==> config.mk <==
export PLATFORM = sky130hd
export DESIGN_NAME = sccb_register_master
export DESIGN_NICKNAME = d
export VERILOG_FILES = /design/src/rtl/scrm_pkg.sv /design/src/rtl/scrm_fifo.sv /design/src/rtl/scrm_front.sv /design/src/rtl/scrm_engine.sv /design/src/rtl/sccb_register_master.sv
export SDC_FILE = /design/constraint.sdc
export NUM_CORES = 1
export LEC_CHECK = 0
export BUFFER_PORTS_ARGS = -buffer_cell sky130_fd_sc_hd__buf_2
export CAP_MARGIN = 20
export CORE_MARGIN = 5
export CORE_UTILIZATION = 53
export CTS_CLUSTER_SIZE = 12
export DETAILED_ROUTE_END_ITERATION = 12
export PLACE_DENSITY_LB_ADDON = 0.25
export SKIP_LAST_GASP = 1
export SLEW_MARGIN = 30
export SYNTH_ARGS = -nofsm -noshare
export SYNTH_HDL_FRONTEND = slang
export SYNTH_HIERARCHICAL = 1
export SYNTH_SLANG_ARGS = --single-unit
==> constraint.sdc <==
create_clock -name clock -period 3.9 [get_ports clock]
set_input_delay 0.78 -clock clock [delete_from_list [all_inputs] [get_ports clock]]
set_output_delay 0.78 -clock clock [all_outputs]
set_load 0.03 [all_outputs]
==> src/rtl/scrm_pkg.sv <==
`default_nettype none
package scrm_pkg;

   // queue depth between the parts and on the result side
   localparam int QUEUE_DEPTH = 2;

   // configuration reset values
   localparam logic [7:0]  DEVICE_ADDR_RESET = 8'h60;
   localparam logic [15:0] DELAY_TICKS_RESET = 16'd1;

   // register indexes on the csr port
   localparam logic REG_DEVICE_ADDR = 1'b0;
   localparam logic REG_DELAY_TICKS = 1'b1;

   // command codes
   localparam logic [1:0] CMD_WRITE = 2'd1;
   localparam logic [1:0] CMD_READ  = 2'd2;

   // transaction steps
   typedef enum logic [2:0] {
      STEP_IDLE,
      STEP_START,
      STEP_WBYTE,
      STEP_STOP,
      STEP_RBYTE,
      STEP_NACK
   } step_type;

   // segments per step
   localparam logic [4:0] SEGS_WBYTE = 5'd19;
   localparam logic [4:0] SEGS_RBYTE = 5'd17;
   localparam logic [4:0] SEGS_SHORT = 5'd3;

   // classified tick from the front part
   typedef struct packed {
      logic       start;
      logic       rd;
      logic [7:0] reg_addr;
      logic [7:0] write_data;
      logic       sda;
   } item_type;

   // one result per tick
   typedef struct packed {
      logic       scl;
      logic       sda_out;
      logic       sda_drive;
      logic       busy;
      logic       done;
      logic [7:0] read_data;
      logic       ack_ok;
      logic       refused;
   } result_type;

endpackage
`default_nettype wire

==> src/rtl/scrm_fifo.sv <==
`default_nettype none
module scrm_fifo #(
   parameter int WIDTH = 8,
   parameter int DEPTH = 2
) (
   input  wire logic             clock,
   input  wire logic             reset,
   input  wire logic             push,
   input  wire logic [WIDTH-1:0] push_data,
   output logic                  full,
   input  wire logic             pop,
   output logic [WIDTH-1:0]      pop_data,
   output logic                  empty
);

   localparam int PTR_W = (DEPTH > 1) ? $clog2(DEPTH) : 1;
   localparam int CNT_W = $clog2(DEPTH + 1);
   localparam logic [PTR_W-1:0] LAST_PTR = PTR_W'(DEPTH - 1);
   localparam logic [CNT_W-1:0] FULL_CNT = CNT_W'(DEPTH);

   logic [WIDTH-1:0] mem_ff [DEPTH];
   logic [PTR_W-1:0] wr_ptr_ff, wr_ptr_in;
   logic [PTR_W-1:0] rd_ptr_ff, rd_ptr_in;
   logic [CNT_W-1:0] count_ff, count_in;
   logic             do_push, do_pop;

   assign full     = (count_ff == FULL_CNT);
   assign empty    = (count_ff == '0);
   assign pop_data = mem_ff[rd_ptr_ff];
   assign do_push  = push && !full;
   assign do_pop   = pop && !empty;

   // pointer and fill count update
   always_comb begin
      wr_ptr_in = wr_ptr_ff;
      rd_ptr_in = rd_ptr_ff;
      count_in  = count_ff;
      if (do_push) begin
         wr_ptr_in = (wr_ptr_ff == LAST_PTR) ? '0 : wr_ptr_ff + 1'b1;
      end
      if (do_pop) begin
         rd_ptr_in = (rd_ptr_ff == LAST_PTR) ? '0 : rd_ptr_ff + 1'b1;
      end
      if (do_push && !do_pop) begin
         count_in = count_ff + 1'b1;
      end else if (do_pop && !do_push) begin
         count_in = count_ff - 1'b1;
      end
   end

   always_ff @(posedge clock) begin
      if (reset) begin
         wr_ptr_ff <= '0;
         rd_ptr_ff <= '0;
         count_ff  <= '0;
      end else begin
         wr_ptr_ff <= wr_ptr_in;
         rd_ptr_ff <= rd_ptr_in;
         count_ff  <= count_in;
      end
   end

   // storage
   always_ff @(posedge clock) begin
      if (do_push) begin
         mem_ff[wr_ptr_ff] <= push_data;
      end
   end

endmodule
`default_nettype wire

==> src/rtl/scrm_front.sv <==
`default_nettype none
module scrm_front
   import scrm_pkg::*;
#(
   parameter int DEPTH = QUEUE_DEPTH
) (
   input  wire logic       clock,
   input  wire logic       reset,
   input  wire logic       push,
   output logic            full,
   input  wire logic [1:0] cmd,
   input  wire logic [7:0] reg_addr,
   input  wire logic [7:0] write_data,
   input  wire logic       sda_in,
   input  wire logic       pop,
   output item_type        item,
   output logic            empty
);

   item_type                   class_item;
   logic [$bits(item_type)-1:0] item_bits;

   // classify the command; code three counts as a plain tick
   always_comb begin
      class_item.start      = (cmd == CMD_WRITE) || (cmd == CMD_READ);
      class_item.rd         = (cmd == CMD_READ);
      class_item.reg_addr   = reg_addr;
      class_item.write_data = write_data;
      class_item.sda        = sda_in;
   end

   scrm_fifo #(
      .WIDTH ($bits(item_type)),
      .DEPTH (DEPTH)
   ) u_queue (
      .clock     (clock),
      .reset     (reset),
      .push      (push),
      .push_data (class_item),
      .full      (full),
      .pop       (pop),
      .pop_data  (item_bits),
      .empty     (empty)
   );

   assign item = item_type'(item_bits);

endmodule
`default_nettype wire

==> src/rtl/scrm_engine.sv <==
`default_nettype none
module scrm_engine
   import scrm_pkg::*;
(
   input  wire logic        clock,
   input  wire logic        reset,
   input  wire logic [7:0]  device_addr,
   input  wire logic [15:0] delay_ticks,
   input  wire item_type    item,
   input  wire logic        item_empty,
   output logic             item_pop,
   input  wire logic        result_full,
   output logic             result_push,
   output result_type       result
);

   localparam logic [1:0] BYTE_REG     = 2'd1;
   localparam logic [1:0] BYTE_DATA    = 2'd2;
   localparam logic [1:0] BYTE_DEV_RD  = 2'd3;

   step_type    step_ff, step_in;
   logic [4:0]  phase_ff, phase_in;
   logic [1:0]  bit_count_ff, bit_count_in;
   logic [15:0] wait_ff, wait_in;
   logic [7:0]  shift_ff, shift_in;
   logic [7:0]  read_value_ff, read_value_in;
   logic        ack_ff, ack_in;
   logic        is_read_ff, is_read_in;
   logic [7:0]  reg_latch_ff, reg_latch_in;
   logic [7:0]  data_latch_ff, data_latch_in;
   logic        scl_ff, scl_in;
   logic        sda_ff, sda_in_lvl;
   logic        en_ff, en_in;
   logic        advance;

   // byte sent in slot idx
   function automatic logic [7:0] byte_for(input logic [1:0] idx, input logic [7:0] rl,
                                           input logic [7:0] dl, input logic [7:0] dev);
      logic [7:0] b;
      b = dev;
      if (idx == BYTE_REG) begin
         b = rl;
      end else if (idx == BYTE_DATA) begin
         b = dl;
      end else if (idx == BYTE_DEV_RD) begin
         b = dev | 8'h01;
      end
      return b;
   endfunction

   assign advance     = !item_empty && !result_full;
   assign item_pop    = advance;
   assign result_push = advance;

   // next state and result of one tick
   always_comb begin
      logic       apply;
      logic       done;
      logic       refd;
      logic [4:0] segs;

      step_in       = step_ff;
      phase_in      = phase_ff;
      bit_count_in  = bit_count_ff;
      wait_in       = wait_ff;
      shift_in      = shift_ff;
      read_value_in = read_value_ff;
      ack_in        = ack_ff;
      is_read_in    = is_read_ff;
      reg_latch_in  = reg_latch_ff;
      data_latch_in = data_latch_ff;
      scl_in        = scl_ff;
      sda_in_lvl    = sda_ff;
      en_in         = en_ff;
      apply         = 1'b0;
      done          = 1'b0;
      refd          = 1'b0;
      segs          = SEGS_SHORT;

      if (step_ff == STEP_IDLE) begin
         // new command latches its operands
         if (item.start) begin
            reg_latch_in  = item.reg_addr;
            data_latch_in = item.write_data;
            is_read_in    = item.rd;
            if (!item.rd) begin
               ack_in = 1'b1;
            end
            bit_count_in = '0;
            phase_in     = '0;
            step_in      = STEP_START;
            apply        = 1'b1;
         end
      end else begin
         if (item.start) begin
            refd = 1'b1;
         end
         if (wait_ff != '0) begin
            wait_in = wait_ff - 16'd1;
         end else begin
            phase_in = phase_ff + 5'd1;
            if (step_ff == STEP_WBYTE) begin
               segs = SEGS_WBYTE;
            end else if (step_ff == STEP_RBYTE) begin
               segs = SEGS_RBYTE;
            end
            // step transition at the end of its segments
            if (phase_in >= segs) begin
               phase_in = '0;
               unique case (step_ff)
                  STEP_START: begin
                     step_in  = STEP_WBYTE;
                     shift_in = byte_for(bit_count_ff, reg_latch_ff, data_latch_ff,
                                         device_addr);
                  end
                  STEP_WBYTE: begin
                     if (!is_read_ff && (!ack_ff || bit_count_ff >= 2'd2)) begin
                        step_in = STEP_STOP;
                     end else if (is_read_ff && bit_count_ff == 2'd1) begin
                        step_in = STEP_STOP;
                     end else if (is_read_ff && bit_count_ff == 2'd3) begin
                        step_in = STEP_RBYTE;
                     end else begin
                        bit_count_in = bit_count_ff + 2'd1;
                        shift_in = byte_for(bit_count_in, reg_latch_ff, data_latch_ff,
                                            device_addr);
                     end
                  end
                  STEP_STOP: begin
                     if (is_read_ff && bit_count_ff == 2'd1) begin
                        bit_count_in = 2'd3;
                        step_in      = STEP_START;
                     end else begin
                        step_in = STEP_IDLE;
                        done    = 1'b1;
                     end
                  end
                  STEP_RBYTE: step_in = STEP_NACK;
                  STEP_NACK:  step_in = STEP_STOP;
                  default:    step_in = step_ff;
               endcase
            end
            if (step_in != STEP_IDLE) begin
               apply = 1'b1;
            end
         end
      end

      // pin actions of the segment that starts this tick
      if (apply) begin
         unique case (step_in)
            STEP_START: begin
               if (phase_in == 5'd0) begin
                  sda_in_lvl = 1'b1;
                  scl_in     = 1'b1;
               end else if (phase_in == 5'd1) begin
                  sda_in_lvl = 1'b0;
               end else begin
                  scl_in = 1'b0;
               end
            end
            STEP_WBYTE: begin
               if (phase_in < 5'd16) begin
                  if (!phase_in[0]) begin
                     scl_in     = 1'b0;
                     sda_in_lvl = shift_in[3'd7 - phase_in[3:1]];
                  end else begin
                     scl_in = 1'b1;
                  end
               end else if (phase_in == 5'd16) begin
                  scl_in = 1'b0;
                  en_in  = 1'b0;
               end else if (phase_in == 5'd17) begin
                  scl_in = 1'b1;
               end else begin
                  if (!is_read_in && item.sda) begin
                     ack_in = 1'b0;
                  end
                  scl_in = 1'b0;
                  en_in  = 1'b1;
               end
            end
            STEP_STOP: begin
               if (phase_in == 5'd0) begin
                  sda_in_lvl = 1'b0;
               end else if (phase_in == 5'd1) begin
                  scl_in = 1'b1;
               end else begin
                  sda_in_lvl = 1'b1;
               end
            end
            STEP_RBYTE: begin
               if (phase_in == 5'd0) begin
                  en_in    = 1'b0;
                  shift_in = '0;
               end else if (phase_in[0]) begin
                  scl_in   = 1'b1;
                  shift_in = {shift_in[6:0], item.sda};
               end else begin
                  scl_in = 1'b0;
                  if (phase_in == 5'd16) begin
                     en_in = 1'b1;
                  end
               end
            end
            STEP_NACK: begin
               if (phase_in == 5'd0) begin
                  read_value_in = shift_in;
                  sda_in_lvl    = 1'b1;
                  scl_in        = 1'b1;
               end else if (phase_in == 5'd1) begin
                  scl_in = 1'b0;
               end else begin
                  sda_in_lvl = 1'b0;
               end
            end
            default: begin
               scl_in = scl_ff;
            end
         endcase
         wait_in = (delay_ticks == '0) ? '0 : delay_ticks - 16'd1;
      end

      result.scl       = scl_in;
      result.sda_out   = sda_in_lvl;
      result.sda_drive = en_in;
      result.busy      = (step_in != STEP_IDLE);
      result.done      = done;
      result.read_data = read_value_in;
      result.ack_ok    = ack_in;
      result.refused   = refd;
   end

   // state registers, updated once per tick taken
   always_ff @(posedge clock) begin
      if (reset) begin
         step_ff       <= STEP_IDLE;
         phase_ff      <= '0;
         bit_count_ff  <= '0;
         wait_ff       <= '0;
         shift_ff      <= '0;
         read_value_ff <= '0;
         ack_ff        <= 1'b0;
         is_read_ff    <= 1'b0;
         reg_latch_ff  <= '0;
         data_latch_ff <= '0;
         scl_ff        <= 1'b1;
         sda_ff        <= 1'b1;
         en_ff         <= 1'b1;
      end else if (advance) begin
         step_ff       <= step_in;
         phase_ff      <= phase_in;
         bit_count_ff  <= bit_count_in;
         wait_ff       <= wait_in;
         shift_ff      <= shift_in;
         read_value_ff <= read_value_in;
         ack_ff        <= ack_in;
         is_read_ff    <= is_read_in;
         reg_latch_ff  <= reg_latch_in;
         data_latch_ff <= data_latch_in;
         scl_ff        <= scl_in;
         sda_ff        <= sda_in_lvl;
         en_ff         <= en_in;
      end
   end

endmodule
`default_nettype wire

==> src/rtl/sccb_register_master.sv <==
`default_nettype none
// SCCB three-phase register master. Each transfer on the req_ side is one tick of
// bit timing: a sampled SDA level plus an optional command (1 register write,
// 2 register read); each tick gives exactly one result on the rsp_ side with the
// pin levels, busy, done, read data, acknowledge status and a refused flag for a
// command that arrived while a transaction was running. One tick is taken every
// clock cycle while a tick is queued and the result queue has room; the engine
// registers its state once per tick, and QUEUE_DEPTH_P-entry queues on both sides
// let either side stall on its own; results are registered in the result queue.
// Every pin change is held for delay_ticks ticks (register at byte address 4, 0
// acts as 1); device write address at byte address 0. Configure only while idle.
module sccb_register_master
   import scrm_pkg::*;
#(
   parameter int QUEUE_DEPTH_P = QUEUE_DEPTH
) (
   input  wire logic        clock,
   input  wire logic        reset,
   input  wire logic        req_push,
   output logic             req_full,
   input  wire logic [1:0]  req_cmd,
   input  wire logic [7:0]  req_reg_addr,
   input  wire logic [7:0]  req_write_data,
   input  wire logic        req_sda_in,
   output logic             rsp_empty,
   input  wire logic        rsp_pop,
   output logic             rsp_scl,
   output logic             rsp_sda_out,
   output logic             rsp_sda_drive,
   output logic             rsp_busy_res,
   output logic             rsp_done_res,
   output logic [7:0]       rsp_read_data,
   output logic             rsp_ack_ok,
   output logic             rsp_refused,
   input  wire logic        csr_psel,
   input  wire logic        csr_penable,
   input  wire logic        csr_pwrite,
   input  wire logic [2:0]  csr_paddr,
   input  wire logic [31:0] csr_pwdata,
   output logic [31:0]      csr_prdata,
   output logic             csr_pready
);

   logic [7:0]                    device_addr_ff;
   logic [15:0]                   delay_ticks_ff;
   logic                          csr_write;
   item_type                      item;
   logic                          item_empty, item_pop;
   logic                          result_full, result_push;
   result_type                    result, rsp;
   logic [$bits(result_type)-1:0] rsp_bits;

   // configuration registers
   assign csr_pready = 1'b1;
   assign csr_write  = csr_psel && csr_penable && csr_pwrite && csr_pready;

   always_ff @(posedge clock) begin
      if (reset) begin
         device_addr_ff <= DEVICE_ADDR_RESET;
         delay_ticks_ff <= DELAY_TICKS_RESET;
      end else if (csr_write) begin
         if (csr_paddr[2] == REG_DEVICE_ADDR) begin
            device_addr_ff <= csr_pwdata[7:0];
         end else begin
            delay_ticks_ff <= csr_pwdata[15:0];
         end
      end
   end

   always_comb begin
      if (csr_paddr[2] == REG_DELAY_TICKS) begin
         csr_prdata = {16'd0, delay_ticks_ff};
      end else begin
         csr_prdata = {24'd0, device_addr_ff};
      end
   end

   // front: take and classify ticks
   scrm_front #(
      .DEPTH (QUEUE_DEPTH_P)
   ) u_front (
      .clock      (clock),
      .reset      (reset),
      .push       (req_push),
      .full       (req_full),
      .cmd        (req_cmd),
      .reg_addr   (req_reg_addr),
      .write_data (req_write_data),
      .sda_in     (req_sda_in),
      .pop        (item_pop),
      .item       (item),
      .empty      (item_empty)
   );

   // back: bit timing engine
   scrm_engine u_engine (
      .clock       (clock),
      .reset       (reset),
      .device_addr (device_addr_ff),
      .delay_ticks (delay_ticks_ff),
      .item        (item),
      .item_empty  (item_empty),
      .item_pop    (item_pop),
      .result_full (result_full),
      .result_push (result_push),
      .result      (result)
   );

   // result queue
   scrm_fifo #(
      .WIDTH ($bits(result_type)),
      .DEPTH (QUEUE_DEPTH_P)
   ) u_result_queue (
      .clock     (clock),
      .reset     (reset),
      .push      (result_push),
      .push_data (result),
      .full      (result_full),
      .pop       (rsp_pop),
      .pop_data  (rsp_bits),
      .empty     (rsp_empty)
   );

   assign rsp           = result_type'(rsp_bits);
   assign rsp_scl       = rsp.scl;
   assign rsp_sda_out   = rsp.sda_out;
   assign rsp_sda_drive = rsp.sda_drive;
   assign rsp_busy_res  = rsp.busy;
   assign rsp_done_res  = rsp.done;
   assign rsp_read_data = rsp.read_data;
   assign rsp_ack_ok    = rsp.ack_ok;
   assign rsp_refused   = rsp.refused;

endmodule
`default_nettype wire
### After elaboration in Yosys (flattened, before gate mapping)

Memory sizes are Yosys's and may differ from the RTL's. A register that Yosys moved wholly into a read port is not among the register bits.
Cells that the tools add are included.

* register bits after elaboration: 95
* bits in latches: 0
* RAM bits: 68
* ROM bits: 0
* memories kept: 2

Memory list
* u_front.u_queue.mem_ff: words 2, width 19, rd ports 1, clocked after Yosys merged registers in 1, write ports 1, RTL line scrm_fifo.sv:21 `logic [WIDTH-1:0] mem_ff [DEPTH];`
* u_result_queue.mem_ff: words 2, width 15, rd ports 1, clocked after Yosys merged registers in 1, write ports 1, RTL line scrm_fifo.sv:21

* add/subtract/negate cells: 13
* multipliers: 0
* divide/modulo/power cells: 0
* order comparisons: 4
* eq/ne operators: 30
* shifts and indexed selects: 0
* multiplexer cells: 123
* bitwise logic cells: 1
* reductions and logical operators: 46

Operators by type and width (number)
* $mux 8: 17
* $mux 16: 5
* $mux 1: 65
* $mux 5: 8
* $sub 16x1->16 const B: 2
* $mux 3: 9
* $mux 2: 12
* $logic_not 16->1: 1
* $pmux 8 s2: 1
* $reduce_bool 16->1: 1
* $logic_and 1x1->1: 15
* $pmux 3 s5: 1
* $eq 2x2->1 const B: 7
* $eq 3x2->1 const B: 4
* $eq 3x3->1 const B: 4
* $logic_not 1->1: 11
* $eq 5x5->1 const B: 2
* $ne 3x2->1 const B: 3
* $reduce_and 9->1: 1
* $reduce_bool 3->1: 3
* $reduce_bool 2->1: 4
* $add 2x1->2 const B: 3
* $eq 2x1->1 const B: 3
* $eq 3x1->1 const B: 2
* 24 further kinds: 33

### Logic depth before layout (Yosys ltp)

* depth in word-level cells: 18
* gate-level depth with buffers: 16
* gate-level depth less buffers: 13

### Hierarchy

Netlist, hierarchy kept.

By module, submodules not included
* scrm_engine: instances 1, cells an instance 623, area an instance 4722.0 um2, sequential area each 1261.2 um2
* scrm_fifo at u_front.u_queue: instances 1, cells an instance 84, area an instance 1585.3 um2, sequential area each 1241.2 um2
* sccb_register_master: instances 1, cells an instance 138, area an instance 1357.6 um2, sequential area each 480.5 um2
* scrm_fifo at u_result_queue: instances 1, cells an instance 72, area an instance 1297.5 um2, sequential area each 1001.0 um2
* scrm_front: instances 1, cells an instance 3, area an instance 20.0 um2, sequential area each 0.0 um2

### Least setup slack after synthesis

No wires, ideal clock.

* path kind: register to register
* start: register u_engine.step_ff[1]
* end: memory u_result_queue/mem_ff[0][13] (netlist bit) (data pin)
* data arrival time: 3.633 ns
* data required time: 3.773 ns
* setup slack: 0.140 ns
* stages on the path, launching flop included: 15
* buffers on the path: 2
* clock period less this slack: 3.760 ns
* cells stage by stage: dfxtp_1 clkbuf_1 nor2b_1 o21ai_0 ha_1 or2_2 a2111o_1 o2111ai_4 a211o_1 a22o_1 mux2i_1 mux2_2 o311a_1 a31oi_1 buf_4

* longest elaborated chain between the ends: 16
* elaborated cells between the ends (all ways): 52

RTL lines
* start, declared: RTL line scrm_engine.sv:21 `step_type step_ff, step_in;`
* start signal, assigned: RTL line scrm_engine.sv:251 `step_ff <= step_in;`
* $eq 3x3->1: RTL line scrm_engine.sv:104, scrm_engine.sv:110
* $mux 5: RTL line scrm_engine.sv:104 `end else if (step_ff == STEP_RBYTE) begin`
* $mux 5: RTL line scrm_engine.sv:102 `if (step_ff == STEP_WBYTE) begin`
* $mux 5: RTL line scrm_engine.sv:98 `if (wait_ff != '0) begin`
* $mux 5: RTL line scrm_engine.sv:80 `if (step_ff == STEP_IDLE) begin`
* $ge 5x5->1: RTL line scrm_engine.sv:108 `if (phase_in >= segs) begin`
* $mux 5: RTL line scrm_engine.sv:108
* $mux 5: RTL line scrm_engine.sv:98
* $mux 5: RTL line scrm_engine.sv:80
* $sub 3x3->3: RTL line scrm_engine.sv:166 `sda_in_lvl = shift_in[3'd7 - phase_in[3:1]];`
* $bmux 1 s3: RTL line scrm_engine.sv:166
* $mux 1 (implied by the code): RTL line scrm_engine.sv:166
* $mux 1: RTL line scrm_engine.sv:164 `if (!phase_in[0]) begin`
* $mux 1: RTL line scrm_engine.sv:163 `if (phase_in < 5'd16) begin`
* $pmux 1 s4: RTL line scrm_engine.sv:151 `unique case (step_in)`
* $mux 1 *: RTL line scrm_engine.sv:150 `if (apply) begin`
* net u_engine.sda_in_lvl: RTL line scrm_engine.sv:32 `logic sda_ff, sda_in_lvl;`
* end, declared: RTL line scrm_fifo.sv:21

Mark *: on every way through the listed nets, which the timed path passes. The rest lies on a longest branch. The select of a mux whose other input is x is not followed.

==> impl_metrics.py <==
metrics = {
    "clock_network": {
        "numCtsBuffers": 17,
        "clock-root-buffer": "clkbuf_16",
        "numClockSinks": 165,
        "cts_max_path_buffers": 2,
        "tritoncts": "done",
        "htreeDepth": 4,
        "cts_hold_buf": 0,
        "insertion_delay_ps": 430,
        "path_clk_slew_ps": 70,
    },
    "min_path": {
        "worstHoldPathCells": 2,
        "min_path_type": "flip-flop to flip-flop",
        "min-delay-start": "u_engine/data_latch_ff[1]",
    },
    "synthesis": {
        "synthDistinctLibCells": 80,
        "synth_area_leader_cell": "edfxtp_1",
        "syn_inst": 920,
        "yosys_warnings": 6,
        "syn_avg_cell_area_um2": 9.76,
        "yosys.area.top_type_share_pct": 22.7,
        "async_flop_share_pct": 0,
        "synth-main-ff-cell": "dfxtp_1",
        "synth_most_common_cell": "dfxtp_1",
        "ys_seq_elements": 165,
        "seq_area_frac_synth_pct": 44.4,
        "synth.cell_area_um2": 8980,
        "synth_commonest_cells": "97 x dfxtp_1, 86 x nor2_1, 78 x nand2_1, 68 x edfxtp_1, 63 x mux2i_1",
        "synth-edff-count": 68,
        "yosys-top-cells-area": "edfxtp_1 23%, dfxtp_1 22%, mux2i_1 7.0%",
    },
    "floorplanning": {
        "fp.dieW_um": 140,
        "initial_core_util_pct": 54.2,
        "die_h_um": 140,
        "num_rows": 47,
        "ios": 111,
        "core-area_um2": 16600,
        "dieArea_um2": 19700,
    },
    "final_layout": {
        "nFillCells": 1422,
        "synthToLayoutAreaGrowth_pct": 13.4,
        "final_cells": 1226,
        "antenna_cells": 0,
        "nets": 1067,
        "final_layout_size_suffix_gt1_share_pct": 23.1,
        "final_area_um2": 10200,
    },
    "critical_path": {
        "end_kind": "flip-flop",
        "arrival_ps": 3860,
        "critical_path_required_ps": 4080,
        "crit_type": "flip-flop to flip-flop",
        "startpoint": "u_engine/phase_ff[0]",
        "r2r-start": "u_engine/phase_ff[0]",
        "setup.worst_path.start_class": "flip-flop",
        "worstPathMaxFanout": 8,
        "ff2ff_path_depth": 11,
    },
    "routing": {
        "vias": 6893,
        "routedWlPerCell_um": 15.9,
        "drt-total-wl_mm": 19.5,
        "drc": 0,
        "postRouteAntennaNets": 0,
        "drtIter0Drc": 613,
        "drt-pass1-iter-count": 5,
        "routed_via_density": 5.62,
    },
    "place": {
        "portBuffers": 75,
        "place.gp.congestion": 0.892,
        "dpl.hpwl_mm": 13.8,
        "dpl-instance-area_um2": 9540,
        "placed_cells_incl_taps": 1190,
    },
    "global_route": {
        "grt_pass1_wl_mm": 32.3,
        "grt_max_degree": 83,
        "grt_util_all_layers_pct": 20.0,
        "first_global_vias": 6439,
        "antenna_found_initial": 0,
        "overflow": 0,
    },
    "power": {
        "p_leak_uw": 0.00386,
        "totalPowerFinal_uw": 7980,
        "power.density_nw_per_um2": 783,
        "max-vdd-ir-drop_mv": 0.416,
    },
    "sta": {
        "fmax_mhz": 271,
        "fin_setup_tns_ps": 0,
        "finClkSkew_ps": 10.3,
        "finalSetupViolCount": 0,
        "finalCritPeriodShare_pct": 94.6,
        "rsz0062_at_grt": "false",
        "post-route-min-period_ps": 3690,
        "maxSlewViolCount": 0,
        "slew_headroom_pct": 39.0,
        "worst_pin_slew_ps": 916,
        "hold_violations": 0,
        "holdWs_ps": 474,
    },
    "outcome": {
        "status": "finished clean",
    },
    "run": {
        "cap_violations": 0,
    },
}
registers in the layout, summed over array words and instances (netlist names), 2 cells and up, named ones only:
signal,cells
delay_ticks_ff,16
device_addr_ff,8
u_engine/bit_count_ff,2
u_engine/data_latch_ff,8
u_engine/phase_ff,5
u_engine/read_value_ff,8
u_engine/reg_latch_ff,8
u_engine/shift_ff,8
u_engine/step_ff,3
u_engine/wait_ff,16
u_front/u_queue/count_ff,2
u_front/u_queue/mem_ff,38
u_result_queue/count_ff,2
u_result_queue/mem_ff,30
metal layers:
metal  GRT usage [%]  up-vias  share of wire, %
met5               0        -                 0
met4            7.09        0               1.9
met3            3.89       31               5.6
met2            32.1      222                47
met1            27.1     3217                46
li1                -     3423                 -
critical path, stage by stage (launching register included):
cell	delay (ps)
dfxtp_1	350
ha_2	200
nand3_1	140
xnor2_2	200
ha_1	230
or2_2	300
a2111o_1	350
o2111ai_4	300
mux2i_1	260
a211oi_2	90
or4_4	670
mux2_4	350
layout make-up:
class	instances	area, µm²	share of cell area [%]
inverter	17	63.8	0.627
timing repair buffer	113	684	6.72
sequential	165	3980	39.1
multi-input combinational	679	4600	45.2
tap	220	275	2.70
clock buffer	17	425	4.18
clock inverter	15	146	1.44
path summary, 6_finish.rpt:
path / endpoint / slack (ps)
max reg2reg: u_result_queue/mem_ff[0][5] / 210
min reg2reg: u_engine/data_latch_ff[1] / 470
min: u_engine/data_latch_ff[1] / 470
max: u_result_queue/mem_ff[0][5] / 210
layout by cell type (no fill, tap or decap), types with 4 or more instances in the layout:
master,synthesis,routed
a211oi_1,12,11
a21oi_1,60,60
a22o_1,8,8
a22oi_1,9,9
a31oi_1,9,8
and2_1,14,14
and3_1,4,4
buf_2,8,75
buf_4,25,34
clkbuf_16,0,17
conb_1,2,17
dfxtp_1,97,97
edfxtp_1,68,68
ha_1,13,12
inv_1,17,17
mux2_2,43,43
mux2_4,8,8
mux2i_1,63,63
nand2_1,78,78
nand2b_1,41,41
nand3_1,13,13
nor2_1,86,85
nor2b_1,11,11
nor3_1,23,23
nor3b_1,5,4
nor4_1,6,6
o21ai_0,47,47
o22ai_1,11,11
or2_2,5,5
or3_1,9,9
xnor2_1,11,10
xor2_1,9,9
logic make-up (layout without fill, tap and decap cells):
logic type	after synthesis	in the layout	share of synthesized area, %
compound gates	193	193	14.0
simple gates	322	322	18.6
fa+ha+maj	13	13	1.81
xor+xnor	20	20	1.95
other cells	2	17	0.0836
buf+inv	91	162	5.43
flops	165	165	44.4
mux	114	114	13.7
timing repair:
| item | 4_1_cts | 5_1_grt |
|---|---|---|
| endpoints found under the setup margin | 0 | 29 |
| setup buffers | 0 | 3 |
| resized for setup | 0 | 9 |
power breakdown:
group | total, µW | switching, µW | internal (µW)
Sequential | 2440 | 241 | 2190
Combinational | 3950 | 2440 | 1510
Clock | 1590 | 750 | 842
stage by stage:
| stage | setup WS [ps] | utilization, % |
|---|---|---|
| finish | 211 | 61.4 |
| global route | 4.09 | 61.4 |
| CTS | 98.0 | 60.9 |
| detailed placement | 142 | 57.5 |
| global placement | 219 | 57.5 |
| floorplan | 140 | - |
No activity file was read; power rests on OpenSTA's default activity.
